`src/rtl/svpwm_pkg.sv`:
```
package svpwm_pkg;

    localparam int unsigned VEC_W     = 16;   // alpha/beta command width
    localparam int unsigned DUTY_W    = 15;   // compare value width
    localparam int unsigned SEC_W     = 3;
    localparam int unsigned CFG_W     = 16;
    localparam int unsigned PDATA_W   = 32;
    localparam int unsigned PADDR_W   = 3;

    // serial multiplier: signed multiplicand times unsigned multiplier
    localparam int unsigned MCAND_W   = 18;
    localparam int unsigned MPLR_W    = 16;
    localparam int unsigned PROD_W    = MCAND_W + MPLR_W;
    localparam int unsigned MUL_STEPS = MPLR_W;

    // serial divider: quotient is known to fit in QUO_W bits
    localparam int unsigned QUO_W     = 16;
    localparam int unsigned DIVS_W    = 18;
    localparam int unsigned DIVD_W    = 33;
    localparam int unsigned DIV_STEPS = QUO_W;

    localparam int unsigned CNT_W     = $clog2(MUL_STEPS + 1);

    localparam int unsigned TIME_W    = 17;   // clamped active time
    localparam int unsigned PROJ_W    = 18;   // X, Y, Z and py, pz
    localparam int unsigned Q_SHIFT   = 15;
    localparam int unsigned SUM_W     = 33;   // Q30 sign sums

    localparam logic [MPLR_W-1:0] SQRT3_HALF_Q15 = 16'd28378;
    localparam int unsigned       HALF_SHIFT     = 14;   // 1/2 in Q15 is 2^14

    localparam logic [CFG_W-1:0] PERIOD_RST = 16'd4250;
    localparam logic [CFG_W-1:0] GAIN_RST   = 16'd32768;

    typedef enum logic [0:0] {
        REG_PERIOD = 1'b0,
        REG_GAIN   = 1'b1
    } t_reg_idx;

    typedef enum logic [2:0] {
        ST_IDLE,
        ST_MUL1,
        ST_MUL2,
        ST_SEL,
        ST_MUL3,
        ST_DIV,
        ST_FIN
    } t_state;

    typedef logic [SEC_W-1:0] t_sector;

    localparam t_sector SEC_NONE = 3'd0;
    localparam t_sector SEC_1    = 3'd1;
    localparam t_sector SEC_2    = 3'd2;
    localparam t_sector SEC_3    = 3'd3;
    localparam t_sector SEC_4    = 3'd4;
    localparam t_sector SEC_5    = 3'd5;
    localparam t_sector SEC_6    = 3'd6;

    typedef struct packed {
        logic [TIME_W-1:0] t1;
        logic [TIME_W-1:0] t2;
    } t_times;

    typedef struct packed {
        logic [DUTY_W-1:0] a;
        logic [DUTY_W-1:0] b;
        logic [DUTY_W-1:0] c;
    } t_duty;

    // code bits: {vc > 0, vb > 0, beta > 0}
    function automatic t_sector sector_of_code(input logic [2:0] code);
        t_sector sec;
        unique case (code)
            3'd1:    sec = SEC_2;
            3'd2:    sec = SEC_6;
            3'd3:    sec = SEC_1;
            3'd4:    sec = SEC_4;
            3'd5:    sec = SEC_3;
            3'd6:    sec = SEC_5;
            default: sec = SEC_NONE;
        endcase
        return sec;
    endfunction

    function automatic logic [TIME_W-1:0] clamp_time(input logic signed [PROJ_W:0] v);
        logic [TIME_W-1:0] t;
        if (v[PROJ_W]) begin
            t = '0;
        end else begin
            t = v[TIME_W-1:0];
        end
        return t;
    endfunction

    function automatic t_times pick_times(
        input t_sector                  sec,
        input logic signed [PROJ_W-1:0] x,
        input logic signed [PROJ_W-1:0] y,
        input logic signed [PROJ_W-1:0] z
    );
        logic signed [PROJ_W:0] xe;
        logic signed [PROJ_W:0] ye;
        logic signed [PROJ_W:0] ze;
        t_times r;
        xe = {x[PROJ_W-1], x};
        ye = {y[PROJ_W-1], y};
        ze = {z[PROJ_W-1], z};
        unique case (sec)
            SEC_2: begin
                r.t1 = clamp_time(ze);
                r.t2 = clamp_time(ye);
            end
            SEC_6: begin
                r.t1 = clamp_time(ye);
                r.t2 = clamp_time(-xe);
            end
            SEC_4: begin
                r.t1 = clamp_time(-xe);
                r.t2 = clamp_time(ze);
            end
            SEC_3: begin
                r.t1 = clamp_time(xe);
                r.t2 = clamp_time(-ye);
            end
            SEC_5: begin
                r.t1 = clamp_time(-ye);
                r.t2 = clamp_time(-ze);
            end
            default: begin
                r.t1 = clamp_time(-ze);
                r.t2 = clamp_time(xe);
            end
        endcase
        return r;
    endfunction

    function automatic t_duty order_duty(
        input t_sector           sec,
        input logic [DUTY_W-1:0] ta,
        input logic [DUTY_W-1:0] tb,
        input logic [DUTY_W-1:0] tc
    );
        t_duty d;
        unique case (sec)
            SEC_2:   d = '{a: tb, b: ta, c: tc};
            SEC_6:   d = '{a: ta, b: tc, c: tb};
            SEC_4:   d = '{a: tc, b: tb, c: ta};
            SEC_3:   d = '{a: tc, b: ta, c: tb};
            SEC_5:   d = '{a: tb, b: tc, c: ta};
            default: d = '{a: ta, b: tb, c: tc};
        endcase
        return d;
    endfunction

endpackage

```
`src/rtl/svpwm_in_if.sv`:
```
interface svpwm_in_if import svpwm_pkg::*; ();
    logic                    valid;
    logic                    ready;
    logic signed [VEC_W-1:0] u_alpha;
    logic signed [VEC_W-1:0] u_beta;

    modport source (output valid, output u_alpha, output u_beta, input ready);
    modport sink   (input valid, input u_alpha, input u_beta, output ready);
endinterface

```
`src/rtl/svpwm_out_if.sv`:
```
interface svpwm_out_if import svpwm_pkg::*; ();
    logic              valid;
    logic              ready;
    logic [DUTY_W-1:0] duty_a;
    logic [DUTY_W-1:0] duty_b;
    logic [DUTY_W-1:0] duty_c;
    logic [SEC_W-1:0]  sector;

    modport source (output valid, output duty_a, output duty_b, output duty_c,
                    output sector, input ready);
    modport sink   (input valid, input duty_a, input duty_b, input duty_c,
                    input sector, output ready);
endinterface

```
`src/rtl/svpwm_mul.sv`:
```
module svpwm_mul import svpwm_pkg::*; (
    input  logic                      i_clk,
    input  logic                      i_rst_n,
    input  logic                      i_start,
    input  logic signed [MCAND_W-1:0] i_mcand,
    input  logic [MPLR_W-1:0]         i_mplr,
    output logic                      o_busy,
    output logic signed [PROD_W-1:0]  o_prod
);

    logic [CNT_W-1:0]          r_cnt;
    logic signed [MCAND_W-1:0] r_mcand;
    logic signed [MCAND_W-1:0] r_hi;
    logic [MPLR_W-1:0]         r_lo;
    logic signed [MCAND_W:0]   n_sum;

    assign o_busy = (r_cnt != '0);
    assign o_prod = {r_hi, r_lo};

    // one multiplier bit per cycle, LSB first; product shifts right into r_lo
    always_comb begin
        n_sum = {r_hi[MCAND_W-1], r_hi};
        if (r_lo[0]) begin
            n_sum = n_sum + {r_mcand[MCAND_W-1], r_mcand};
        end
    end

    always_ff @(posedge i_clk) begin
        if (!i_rst_n) begin
            r_cnt <= '0;
        end else if (i_start) begin
            r_cnt <= CNT_W'(MUL_STEPS);
        end else if (o_busy) begin
            r_cnt <= r_cnt - 1'b1;
        end
    end

    always_ff @(posedge i_clk) begin
        if (i_start) begin
            r_mcand <= i_mcand;
            r_hi    <= '0;
            r_lo    <= i_mplr;
        end else if (o_busy) begin
            r_hi <= n_sum[MCAND_W:1];
            r_lo <= {n_sum[0], r_lo[MPLR_W-1:1]};
        end
    end

endmodule

```
`src/rtl/svpwm_div.sv`:
```
module svpwm_div import svpwm_pkg::*; (
    input  logic              i_clk,
    input  logic              i_rst_n,
    input  logic              i_start,
    input  logic [DIVD_W-1:0] i_dividend,
    input  logic [DIVS_W-1:0] i_divisor,
    output logic              o_busy,
    output logic [QUO_W-1:0]  o_quot
);

    logic [CNT_W-1:0]  r_cnt;
    logic [DIVS_W-1:0] r_div;
    logic [DIVS_W-1:0] r_rem;
    logic [QUO_W-1:0]  r_dq;    // dividend bits shift out, quotient bits shift in
    logic [DIVS_W:0]   n_trial;
    logic              n_ge;

    assign o_busy = (r_cnt != '0);
    assign o_quot = r_dq;

    // restoring division; the caller guarantees the upper dividend bits are below the divisor
    always_comb begin
        n_trial = {r_rem, r_dq[QUO_W-1]};
        n_ge    = (n_trial >= {1'b0, r_div});
    end

    always_ff @(posedge i_clk) begin
        if (!i_rst_n) begin
            r_cnt <= '0;
        end else if (i_start) begin
            r_cnt <= CNT_W'(DIV_STEPS);
        end else if (o_busy) begin
            r_cnt <= r_cnt - 1'b1;
        end
    end

    always_ff @(posedge i_clk) begin
        if (i_start) begin
            r_div <= i_divisor;
            r_rem <= DIVS_W'(i_dividend[DIVD_W-1:QUO_W]);
            r_dq  <= i_dividend[QUO_W-1:0];
        end else if (o_busy) begin
            if (n_ge) begin
                r_rem <= DIVS_W'(n_trial - {1'b0, r_div});
            end else begin
                r_rem <= n_trial[DIVS_W-1:0];
            end
            r_dq <= {r_dq[QUO_W-2:0], n_ge};
        end
    end

endmodule

```
`src/rtl/svpwm_sector_duty.sv`:
```
// A vector is taken in ST_IDLE and runs ST_MUL1, ST_MUL2, ST_SEL, then ST_MUL3
// and ST_DIV when the active times are scaled down, and ST_FIN, which waits for
// a free output register. No new vector is taken until the result is registered.
// The work is done by 16-step serial multipliers (up to three rounds) and dividers.
// Reset (i_rst_n low, synchronous): period 4250, gain 32768, last sector one,
// no result pending.
module svpwm_sector_duty import svpwm_pkg::*; (
    input  logic               i_clk,
    input  logic               i_rst_n,
    input  logic               psel,
    input  logic               penable,
    input  logic               pwrite,
    input  logic [PADDR_W-1:0] paddr,
    input  logic [PDATA_W-1:0] pwdata,
    output logic [PDATA_W-1:0] prdata,
    output logic               pready,
    svpwm_in_if.sink           i_vec,
    svpwm_out_if.source        o_duty
);

    t_state r_state;
    t_state n_state;

    logic [CFG_W-1:0]         r_period;
    logic [CFG_W-1:0]         r_gain;
    t_sector                  r_sector;
    logic signed [VEC_W-1:0]  r_b;
    logic signed [PROJ_W-1:0] r_x;
    logic [TIME_W-1:0]        r_t1;
    logic [TIME_W-1:0]        r_t2;
    logic [DIVS_W-1:0]        r_sum;

    logic              r_out_valid;
    logic [DUTY_W-1:0] r_duty_a;
    logic [DUTY_W-1:0] r_duty_b;
    logic [DUTY_W-1:0] r_duty_c;
    t_sector           r_out_sector;

    logic                      mul0_start, mul1_start, div_start;
    logic                      mul0_busy, mul1_busy, div0_busy, div1_busy;
    logic signed [MCAND_W-1:0] mul0_a, mul1_a;
    logic [MPLR_W-1:0]         mul0_m, mul1_m;
    logic signed [PROD_W-1:0]  mul0_prod, mul1_prod;
    logic [QUO_W-1:0]          div0_q, div1_q;

    logic                      ld_proj, ld_times, ld_sum, ld_quot, ld_out;
    logic                      accept, out_free, cfg_wr;
    logic signed [SUM_W-1:0]   ka, hb, sy, sz;
    logic signed [PROJ_W-1:0]  py, pz;
    logic [2:0]                code;
    t_sector                   sec_raw, n_sector;
    t_times                    times;
    logic [DIVS_W-1:0]         sum;
    logic                      scale;
    logic [DIVS_W-1:0]         diff;
    logic [DUTY_W-1:0]         ta, tb, tc;
    t_duty                     duty;

    // configuration port
    assign pready = 1'b1;
    assign cfg_wr = psel && penable && pwrite;

    always_comb begin
        unique case (t_reg_idx'(paddr[PADDR_W-1]))
            REG_PERIOD: prdata = PDATA_W'(r_period);
            REG_GAIN:   prdata = PDATA_W'(r_gain);
            default:    prdata = '0;
        endcase
    end

    always_ff @(posedge i_clk) begin
        if (!i_rst_n) begin
            r_period <= PERIOD_RST;
            r_gain   <= GAIN_RST;
        end else if (cfg_wr) begin
            unique case (t_reg_idx'(paddr[PADDR_W-1]))
                REG_PERIOD: r_period <= pwdata[CFG_W-1:0];
                REG_GAIN:   r_gain   <= pwdata[CFG_W-1:0];
                default:    ;
            endcase
        end
    end

    // handshakes
    assign i_vec.ready   = (r_state == ST_IDLE);
    assign accept        = i_vec.valid && i_vec.ready;
    assign out_free      = !r_out_valid || o_duty.ready;
    assign o_duty.valid  = r_out_valid;
    assign o_duty.duty_a = r_duty_a;
    assign o_duty.duty_b = r_duty_b;
    assign o_duty.duty_c = r_duty_c;
    assign o_duty.sector = r_out_sector;

    // projections and sector signs, Q30
    always_comb begin
        ka       = mul0_prod[SUM_W-1:0];
        hb       = {{(SUM_W - VEC_W - HALF_SHIFT){r_b[VEC_W-1]}}, r_b, HALF_SHIFT'(0)};
        sy       = ka + hb;
        sz       = hb - ka;
        py       = sy[SUM_W-1:Q_SHIFT];
        pz       = sz[SUM_W-1:Q_SHIFT];
        // vb > 0 is sz < 0, vc > 0 is sy < 0
        code     = {sy[SUM_W-1], sz[SUM_W-1], (!r_b[VEC_W-1] && (r_b != '0))};
        sec_raw  = sector_of_code(code);
        n_sector = (sec_raw == SEC_NONE) ? r_sector : sec_raw;
    end

    always_comb begin
        times = pick_times(r_sector, r_x,
                           mul0_prod[Q_SHIFT+PROJ_W-1:Q_SHIFT],
                           mul1_prod[Q_SHIFT+PROJ_W-1:Q_SHIFT]);
        sum   = {1'b0, r_t1} + {1'b0, r_t2};
        scale = (sum > DIVS_W'(r_period));
        diff  = DIVS_W'(r_period) - {1'b0, r_t1} - {1'b0, r_t2};
        ta    = diff[DUTY_W+1:2];
        tb    = ta + r_t1[DUTY_W:1];
        tc    = tb + r_t2[DUTY_W:1];
        duty  = order_duty(r_sector, ta, tb, tc);
    end

    // operand selection for the shared serial units
    always_comb begin
        unique case (r_state)
            ST_IDLE: begin
                mul0_a = MCAND_W'(i_vec.u_alpha);
                mul0_m = SQRT3_HALF_Q15;
                mul1_a = MCAND_W'(i_vec.u_beta);
                mul1_m = r_gain;
            end
            ST_MUL1: begin
                mul0_a = py;
                mul0_m = r_gain;
                mul1_a = pz;
                mul1_m = r_gain;
            end
            default: begin
                mul0_a = {1'b0, r_t1};
                mul0_m = r_period;
                mul1_a = {1'b0, r_t2};
                mul1_m = r_period;
            end
        endcase
    end

    always_comb begin
        n_state    = r_state;
        mul0_start = 1'b0;
        mul1_start = 1'b0;
        div_start  = 1'b0;
        ld_proj    = 1'b0;
        ld_times   = 1'b0;
        ld_sum     = 1'b0;
        ld_quot    = 1'b0;
        ld_out     = 1'b0;
        unique case (r_state)
            ST_IDLE: begin
                if (accept) begin
                    mul0_start = 1'b1;
                    mul1_start = 1'b1;
                    n_state    = ST_MUL1;
                end
            end
            ST_MUL1: begin
                if (!mul0_busy) begin
                    ld_proj    = 1'b1;
                    mul0_start = 1'b1;
                    mul1_start = 1'b1;
                    n_state    = ST_MUL2;
                end
            end
            ST_MUL2: begin
                if (!mul0_busy) begin
                    ld_times = 1'b1;
                    n_state  = ST_SEL;
                end
            end
            ST_SEL: begin
                if (scale) begin
                    ld_sum     = 1'b1;
                    mul0_start = 1'b1;
                    mul1_start = 1'b1;
                    n_state    = ST_MUL3;
                end else begin
                    n_state = ST_FIN;
                end
            end
            ST_MUL3: begin
                if (!mul0_busy) begin
                    div_start = 1'b1;
                    n_state   = ST_DIV;
                end
            end
            ST_DIV: begin
                if (!div0_busy && !div1_busy) begin
                    ld_quot = 1'b1;
                    n_state = ST_FIN;
                end
            end
            ST_FIN: begin
                if (out_free) begin
                    ld_out  = 1'b1;
                    n_state = ST_IDLE;
                end
            end
            default: n_state = ST_IDLE;
        endcase
    end

    always_ff @(posedge i_clk) begin
        if (!i_rst_n) begin
            r_state     <= ST_IDLE;
            r_sector    <= SEC_1;
            r_out_valid <= 1'b0;
        end else begin
            r_state <= n_state;
            if (ld_proj) begin
                r_sector <= n_sector;
            end
            if (ld_out) begin
                r_out_valid <= 1'b1;
            end else if (o_duty.ready) begin
                r_out_valid <= 1'b0;
            end
        end
    end

    always_ff @(posedge i_clk) begin
        if (accept) begin
            r_b <= i_vec.u_beta;
        end
        if (ld_proj) begin
            r_x <= mul1_prod[Q_SHIFT+PROJ_W-1:Q_SHIFT];
        end
        if (ld_times) begin
            r_t1 <= times.t1;
            r_t2 <= times.t2;
        end
        if (ld_sum) begin
            r_sum <= sum;
        end
        if (ld_quot) begin
            r_t1 <= TIME_W'(div0_q);
            r_t2 <= TIME_W'(div1_q);
        end
        if (ld_out) begin
            r_duty_a     <= duty.a;
            r_duty_b     <= duty.b;
            r_duty_c     <= duty.c;
            r_out_sector <= r_sector;
        end
    end

    svpwm_mul u_mul0 (
        .i_clk   (i_clk),
        .i_rst_n (i_rst_n),
        .i_start (mul0_start),
        .i_mcand (mul0_a),
        .i_mplr  (mul0_m),
        .o_busy  (mul0_busy),
        .o_prod  (mul0_prod)
    );

    svpwm_mul u_mul1 (
        .i_clk   (i_clk),
        .i_rst_n (i_rst_n),
        .i_start (mul1_start),
        .i_mcand (mul1_a),
        .i_mplr  (mul1_m),
        .o_busy  (mul1_busy),
        .o_prod  (mul1_prod)
    );

    // the multipliers always start together and run in lockstep, so mul1_busy never gates
    svpwm_div u_div0 (
        .i_clk      (i_clk),
        .i_rst_n    (i_rst_n),
        .i_start    (div_start && !mul1_busy),
        .i_dividend (mul0_prod[DIVD_W-1:0]),
        .i_divisor  (r_sum),
        .o_busy     (div0_busy),
        .o_quot     (div0_q)
    );

    svpwm_div u_div1 (
        .i_clk      (i_clk),
        .i_rst_n    (i_rst_n),
        .i_start    (div_start && !mul1_busy),
        .i_dividend (mul1_prod[DIVD_W-1:0]),
        .i_divisor  (r_sum),
        .o_busy     (div1_busy),
        .o_quot     (div1_q)
    );

endmodule
```
`src/flat_wrapper.sv`:
```
// flat-port wrapper written by rule: the top's interface ports become plain ports
module svpwm_sector_duty_flat import svpwm_pkg::*;
  (i_clk, i_rst_n, psel, penable, pwrite, paddr, pwdata, prdata, pready, i_vec_valid, i_vec_u_alpha, i_vec_u_beta, i_vec_ready, o_duty_valid, o_duty_duty_a, o_duty_duty_b, o_duty_duty_c, o_duty_sector, o_duty_ready);
  svpwm_in_if i_vec_i ();
  svpwm_out_if o_duty_i ();
  input  logic i_clk;
  input  logic i_rst_n;
  input  logic psel;
  input  logic penable;
  input  logic pwrite;
  input  logic [PADDR_W-1:0] paddr;
  input  logic [PDATA_W-1:0] pwdata;
  output logic [PDATA_W-1:0] prdata;
  output logic pready;
  input wire logic [$bits(i_vec_i.valid)-1:0] i_vec_valid;
  input wire logic [$bits(i_vec_i.u_alpha)-1:0] i_vec_u_alpha;
  input wire logic [$bits(i_vec_i.u_beta)-1:0] i_vec_u_beta;
  output wire logic [$bits(i_vec_i.ready)-1:0] i_vec_ready;
  output wire logic [$bits(o_duty_i.valid)-1:0] o_duty_valid;
  output wire logic [$bits(o_duty_i.duty_a)-1:0] o_duty_duty_a;
  output wire logic [$bits(o_duty_i.duty_b)-1:0] o_duty_duty_b;
  output wire logic [$bits(o_duty_i.duty_c)-1:0] o_duty_duty_c;
  output wire logic [$bits(o_duty_i.sector)-1:0] o_duty_sector;
  input wire logic [$bits(o_duty_i.ready)-1:0] o_duty_ready;
  assign i_vec_i.valid = i_vec_valid;
  assign i_vec_i.u_alpha = i_vec_u_alpha;
  assign i_vec_i.u_beta = i_vec_u_beta;
  assign i_vec_ready = i_vec_i.ready;
  assign o_duty_valid = o_duty_i.valid;
  assign o_duty_duty_a = o_duty_i.duty_a;
  assign o_duty_duty_b = o_duty_i.duty_b;
  assign o_duty_duty_c = o_duty_i.duty_c;
  assign o_duty_sector = o_duty_i.sector;
  assign o_duty_i.ready = o_duty_ready;
  svpwm_sector_duty u_core (.i_clk(i_clk), .i_rst_n(i_rst_n), .psel(psel), .penable(penable), .pwrite(pwrite), .paddr(paddr), .pwdata(pwdata), .prdata(prdata), .pready(pready), .i_vec(i_vec_i), .o_duty(o_duty_i));
endmodule
```
`config.mk`:
```
export PLATFORM = sky130hd
export DESIGN_NAME = svpwm_sector_duty_flat
export DESIGN_NICKNAME = d
export VERILOG_FILES = /design/src/rtl/svpwm_pkg.sv /design/src/rtl/svpwm_in_if.sv /design/src/rtl/svpwm_out_if.sv /design/src/rtl/svpwm_mul.sv /design/src/rtl/svpwm_div.sv /design/src/rtl/svpwm_sector_duty.sv /design/src/flat_wrapper.sv
export SDC_FILE = /design/constraint.sdc
export NUM_CORES = 1
export LEC_CHECK = 0
export ABC_AREA = 1
export BUFFER_PORTS_ARGS = -buffer_cell sky130_fd_sc_hd__buf_2
export CORE_MARGIN = 5
export CORE_UTILIZATION = 51
export DETAILED_ROUTE_END_ITERATION = 16
export PLACE_DENSITY_LB_ADDON = 0.2
export SKIP_CTS_REPAIR_TIMING = 1
export SYNTH_ARGS = -nofsm -noshare
export SYNTH_HDL_FRONTEND = slang
export SYNTH_HIERARCHICAL = 1
export SYNTH_SLANG_ARGS = --single-unit
export TNS_END_PERCENT = 30
```
`constraint.sdc`:
```
create_clock -name i_clk -period 18.4 [get_ports i_clk]
set_clock_uncertainty 0.15 [all_clocks]
set_input_delay 0.92 -clock i_clk [delete_from_list [all_inputs] [get_ports i_clk]]
set_output_delay 0.92 -clock i_clk [all_outputs]
set_load 0.02 [all_outputs]
```
# After elaboration in Yosys (flattened, before gate mapping)
# Cells that the tools add are included.
# classes
add_sub_neg	18
n_lt_le_gt_ge	3
eq_ne	23
muxes	64
bitwise	3
n_reduce_logical	34
# op_table
operator	n
$pmux 45 s5	1
$mux 16	13
$mux 17	10
$pmux 34 s5	1
$mux 18	4
$pmux 18 s2	2
$pmux 32 s2	1
$neg 18->19	3
$mux 5	8
$add 18x18->19	2
$ge 19x18->1	2
$sub 18x18->18	2
$add 33x30->33	1
$sub 30x33->33	1
$pmux 16 s2	1
$add 15x15->15	2
$eq 3x3->1 const B	9
$pmux 3 s7	1
$reduce_bool 5->1	4
$sub 5x1->5 const B	4
$add 17x17->18	1
$eq 3x2->1 const B	6
$gt 18x16->1	1
$mux 3	6
other kinds (19)	59
# totals
regBits	383
inputBits	74

# Logic depth before layout (Yosys ltp)
# logic_depth
ltp_word	7
depth_mapped	36

# By module
# Netlist, hierarchy kept.
# modules_own_cells
module	instances	cells_each	area_per_inst_um2	seq_area_each_um2
svpwm_sector_duty	1	2400	16872.4	4784.6
svpwm_div	2	451	3535.9	1651.6
svpwm_mul	2	431	3434.5	1481.4

# Least setup slack after synthesis
# No wires, ideal clock.
# synth_path
path_type	reg2reg
from	reg u_core.u_mul0.r_cnt[0]
to	reg u_core.u_div0.r_dq[0], in the netlist u_core/u_div0/o_quot[0], enable pin
arrival_ns	6.184
slack_ns	11.676
path_stages_with_launch	10
period_less_slack_ns	6.724
cell_sequence	dfxtp_1 > inv_1 > ha_1 > nand3_2 > buf_2 > nor4_1 > clkbuf_1 > clkinv_1 > clkbuf_1 > nand2_1
# synth_between
elab_chain_len	5
# synth_lines
element	line_no	source
start, declared	svpwm_mul.sv:11	logic [CNT_W-1:0] r_cnt;
start signal, assigned	svpwm_mul.sv:32	r_cnt <= CNT_W'(MUL_STEPS);
start signal, assigned	svpwm_mul.sv:34	r_cnt <= r_cnt - 1'b1;
$reduce_bool 5->1	svpwm_mul.sv:17	assign o_busy = (r_cnt != '0);
net u_core.mul0_busy	svpwm_sector_duty.sv:40	logic mul0_busy, mul1_busy, div0_busy, div1_busy;
$mux 1	svpwm_sector_duty.sv:188	if (!mul0_busy) begin
$mux 1	svpwm_sector_duty.sv:155	unique case (r_state)
$logic_and 1x1->1	svpwm_sector_duty.sv:277	.i_start (div_start && !mul1_busy),
$reduce_bool 2->1 (no line)	--	
end signal, assigned	svpwm_div.sv:41	r_dq <= i_dividend[QUO_W-1:0];
end signal, assigned	svpwm_div.sv:48	r_dq <= {r_dq[QUO_W-2:0], n_ge};
end, declared	svpwm_div.sv:14	logic [QUO_W-1:0] r_dq;
# The timed path passes the listed nets, and every way through them passes these cells.
# A chain may end at the register's enable or synchronous reset.

# Final worst setup path
# layout_path
from	reg u_core.r_t2[3]
to	reg u_core.u_mul1.r_lo[15], enable pin
# layout_between
elab_chain_len	5
# layout_lines
element	line_no	source
start, declared	svpwm_sector_duty.sv:30	logic [TIME_W-1:0] r_t2;
start signal, assigned	svpwm_sector_duty.sv:236	r_t2 <= times.t2;
start signal, assigned	svpwm_sector_duty.sv:243	r_t2 <= TIME_W'(div1_q);
$add 17x17->18	svpwm_sector_duty.sv:112	sum = {1'b0, r_t1} + {1'b0, r_t2};
net u_core.sum[11]	svpwm_sector_duty.sv:53	logic [DIVS_W-1:0] sum;
$gt 18x16->1	svpwm_sector_duty.sv:113	scale = (sum > DIVS_W'(r_period));
$mux 1	--	
$pmux 1 s3	--	
net u_core.mul0_start	svpwm_sector_duty.sv:39	logic mul0_start, mul1_start, div_start;
$reduce_bool 2->1 (no line)	--	
end signal, assigned	svpwm_mul.sv:42	r_lo <= i_mplr;
end signal, assigned	svpwm_mul.sv:45	r_lo <= {n_sum[0], r_lo[MPLR_W-1:1]};
end, declared	svpwm_mul.sv:14	logic [MPLR_W-1:0] r_lo;
# The timed path passes the listed nets, and every way through them passes these cells.

==> impl_summary.txt <==
----------------------------------------------------
[Run status]
  Status ... complete, no violations

[Drt]
  WL per Instance ... 22.2 µm
  Via count of the routed design ... just under 30000
  Wire length after detailed routing ... 113000 µm
  Count of routing violations after the opening detailed-route iteration ... 3887
  DR vias/cell ... about 6
  Residual antenna-violating net count after detailed routing ... 0
  DRC ... 0
  Detailed-router iteration count before antenna repair ... 6

[Synthesis]
  Top FF cell, synth ... sky130_fd_sc_hd__edfxtp_1
  Number of synthesis warnings ... 6
  Library cell occupying the most area in the post-synthesis netlist ... sky130_fd_sc_hd__edfxtp_1
  Sequential element share of the synthesized area ... 35.9%
  Avg Cell Area, Syn ... 7.40 µm²
  Most area-consuming cells after synthesis ... sky130_fd_sc_hd__edfxtp_1 29%, sky130_fd_sc_hd__nand2_1 14%, sky130_fd_sc_hd__ha_1 8.6%, sky130_fd_sc_hd__inv_1 6.5%, sky130_fd_sc_hd__dfxtp_1 6.4%
  Seq cells post-synth ... around 400
  Number of standard cells after synthesis ... 4164
  Fraction of registers with async set/reset ... 0%
  Post-synth cell types ... about 60
  Fraction of synthesized cell area taken by the top area cell type ... between 20% and 30%
  Count of flip-flops with a built-in enable after synthesis ... just over 300
  Netlist Area Pre-Place ... just over 30000 µm²

[GRT]
  Antenna violations before repair ... 8
  Met3 global-route usage ... about 6.5%
  Busiest layer in global routing ... met2
  Global-route met1 utilization ... 44.9%
  Wire length of the first global-routing pass ... between 150000 and 200000 µm
  GR Overflow Total ... 0
  Global router's overall resource usage ... between 30 and 40%
  Maximum number of pins on one net before global-route repair ... 65
  Via count of the first global-routing pass ... 27100
  Global Route met2 Usage ... 50.4%

[STA]
  Number of endpoints failing setup at the final stage ... 0
  Period minus WS final ... 6.87 ns
  Fmax ... between 100 and 150 MHz
  Max-slew violation total from the final report ... 0
  Pin slew with the least headroom to its limit ... 1.11 ns
  Final count of hold timing violations ... 0
  Hold WS ... between 0.2 and 0.3 ns
  Unrepaired setup endpoints after global routing ... no
  Worst max-slew margin expressed relative to the limit ... about a quarter
  Setup TNS ... 0 ns
  Share of the clock period used by the worst path ... a little under two fifths

[Layout]
  Post-route core utilization ... a little under three fifths
  Commonest cells after routing, fill and taps aside ... 1140 x sky130_fd_sc_hd__nand2_1, 531 x sky130_fd_sc_hd__inv_1, 303 x sky130_fd_sc_hd__nand3_1, 302 x sky130_fd_sc_hd__edfxtp_1, 277 x sky130_fd_sc_hd__a21oi_1
  Layout overhead on the synthesized area ... 9.79%
  Post-layout instance area ... about 34000 µm²
  Commonest non-fill, non-tap cell in the layout ... sky130_fd_sc_hd__nand2_1
  Total number of nets in the final design ... 4562
  Layout cells sized above 1 ... a little under a tenth

[CTS]
  TritonCTS clock tree ... yes
  Skew-Pair Late Insertion Delay ... around 0.62 ns
  Number of H-tree levels ... 2
  Clock Path Buffers ... 3
  Clk sinks ... 401
  Clock slew at the register clock pins of the worst setup and hold paths ... 0.06 ns
  CTS root buffer ... sky130_fd_sc_hd__clkbuf_16
  CTS Buf Count ... 46

[Hold path]
  Worst Hold Class ... register to register
  Worst-case hold path end point ... u_core/u_div1/r_cnt[0]
  Source of the worst hold timing path ... u_core/u_div1/r_cnt[0]
  Worst hold path cell count ... 1

[Placement]
  Count of input and output buffers ... 121
  Weighted congestion at the end of routability-driven global placement ... 1.03
  Total placed instance area ... about 32000 µm²
  HPWL reported at the end of detailed placement ... between 80000 and 90000 µm

[Job]
  # Max-Cap Violations ... 0

[Worst setup path]
  Worst flop-to-flop path startpoint ... u_core/r_t2[3]
  Maximum fanout count along the critical path ... 37
  Kind of start point of the critical path ... register
  Depth of the most critical reg-to-reg path ... 26
  Class of the most critical setup path ... register to register
  CP Data Required Time ... 18.41 ns
  Endpoint of the worst register-to-register path ... u_core/u_mul1/r_lo[15]
  Worst path arrival time ... 6.88 ns
  Setup slack of the worst register-to-register path ... roughly 12 ns
  Kind of end point of the critical path ... register

[Floorplanning]
  Core footprint ... ~60000 µm²
  DIE HEIGHT ... between 200 and 300 µm
  X dimension of the die ... around 260 µm
  Standard-cell row count ... 90
  Initial cell density of the core ... 51.2%
  Io pins ... about 160
  Die Footprint ... roughly 65000 µm²

----------------------------------------------------
how the worst max path moves through the flow:
stage / start / end / slack (ns)
final: u_core/r_t2[3] / u_core/u_mul1/r_lo[15] / 11.53
after global routing: u_core/r_t1[4] / u_core/u_mul1/r_lo[15] / 11.12
after CTS: u_core/r_t1[4] / u_core/u_mul1/r_lo[15] / 11.72
after detailed placement: u_core/r_t1[4] / u_core/u_mul1/r_lo[6] / 11.76
after global placement: u_core/r_t1[4] / u_core/u_mul1/r_lo[8] / 11.79
after floorplan: u_core/u_mul0/r_cnt[0] / u_core/u_div0/o_quot[0] / 11.68
final cells by class:
cell class                      count  area (µm²)
Timing Repair Buffer              167         951
Tap cell                          782         978
Inverter                          562        2110
Clock buffer                       55        1270
Multi-Input combinational cell   3074       17000
Clock inverter                     31         454
Fill cell                        5886       26300
Sequential cell                   401       11100
Antenna cell                        1        2.50
per-layer routing:
metal	part of all wire (%)	up-vias
li1	-	14100
met1	41	13700
met2	43	1542
met3	11	283
met4	5.6	4
met5	0.022	-
critical path, stage by stage, from the launching register on:
cell and delay, ns:
sky130_fd_sc_hd__edfxtp_1 0.46, sky130_fd_sc_hd__inv_1 0.19, sky130_fd_sc_hd__ha_1 0.42, sky130_fd_sc_hd__nand2_1 0.09, sky130_fd_sc_hd__o21ai_0 0.29, sky130_fd_sc_hd__a21o_1 0.16
sky130_fd_sc_hd__a21oi_1 0.11, sky130_fd_sc_hd__o21ai_0 0.30, sky130_fd_sc_hd__inv_1 0.09, sky130_fd_sc_hd__o21ai_0 0.22, sky130_fd_sc_hd__xor2_1 0.63, sky130_fd_sc_hd__ha_1 0.38
sky130_fd_sc_hd__a21oi_1 0.13, sky130_fd_sc_hd__nor2_1 0.05, sky130_fd_sc_hd__a211oi_1 0.20, sky130_fd_sc_hd__nand2_1 0.08, sky130_fd_sc_hd__nand2_1 0.06, sky130_fd_sc_hd__nand2_1 0.04
sky130_fd_sc_hd__nand2_1 0.07, sky130_fd_sc_hd__nand3_1 0.07, sky130_fd_sc_hd__nand2_1 0.08, sky130_fd_sc_hd__inv_1 0.41, sky130_fd_sc_hd__nor2_1 0.35, sky130_fd_sc_hd__o21ai_4 0.23
sky130_fd_sc_hd__inv_2 0.09, sky130_fd_sc_hd__buf_4 0.44, sky130_fd_sc_hd__nand2_1 0.61
per-stage QoR:
stage	setup slack, ns	std cells
2_1_floorplan	11.68	4179
3_3_place_gp	11.79	4986
3_5_place_dp	11.76	4986
4_1_cts	11.72	5072
5_1_grt	11.12	5072
6_report	11.53	5073
synth_stat cells, drive strengths merged (3+ instances only):
cell type / count
nand2: 1182
inv: 554
nand3: 325
edfxtp: 302
a21oi: 298
nor2: 274
o21ai: 250
ha: 213
dfxtp: 99
nand4: 85
clkbuf: 78
buf: 64
nor3: 64
xor2: 60
o211ai: 42
a31oi: 37
xnor2: 37
o221ai: 32
fa: 23
nor4: 19
o21bai: 19
a21o: 18
or2: 17
a311oi: 13
clkinv: 8
nand3b: 8
a211oi: 6
and2: 5
and3: 4
nor3b: 4
o21a: 4
a221oi: 3
o31ai: 3
registers in the layout, indices dropped and copies added, names as in the netlist, 17 cells and up:
signal / cells
u_core/u_div0/r_rem: 18
u_core/r_x: 18
u_core/r_t1: 17
u_core/u_mul0/r_mcand: 18
u_core/u_div1/r_div: 18
u_core/u_div1/r_rem: 18
u_core/r_sum: 18
u_core/u_mul1/r_hi: 18
u_core/r_t2: 17
u_core/u_div0/r_div: 18
u_core/u_mul0/r_hi: 18
u_core/u_mul1/r_mcand: 18
logic make-up after synthesis:
logic type | synth area share, %
compound gates | 13.9
buf+inv | 9.19
fa+ha+maj | 10.1
simple gates | 28.1
xor+xnor | 2.76
other cells | 0.0244
flops | 35.9
Power is not shown: default switching activity piles up to over one toggle a cycle in this logic, so the estimate is an artifact.
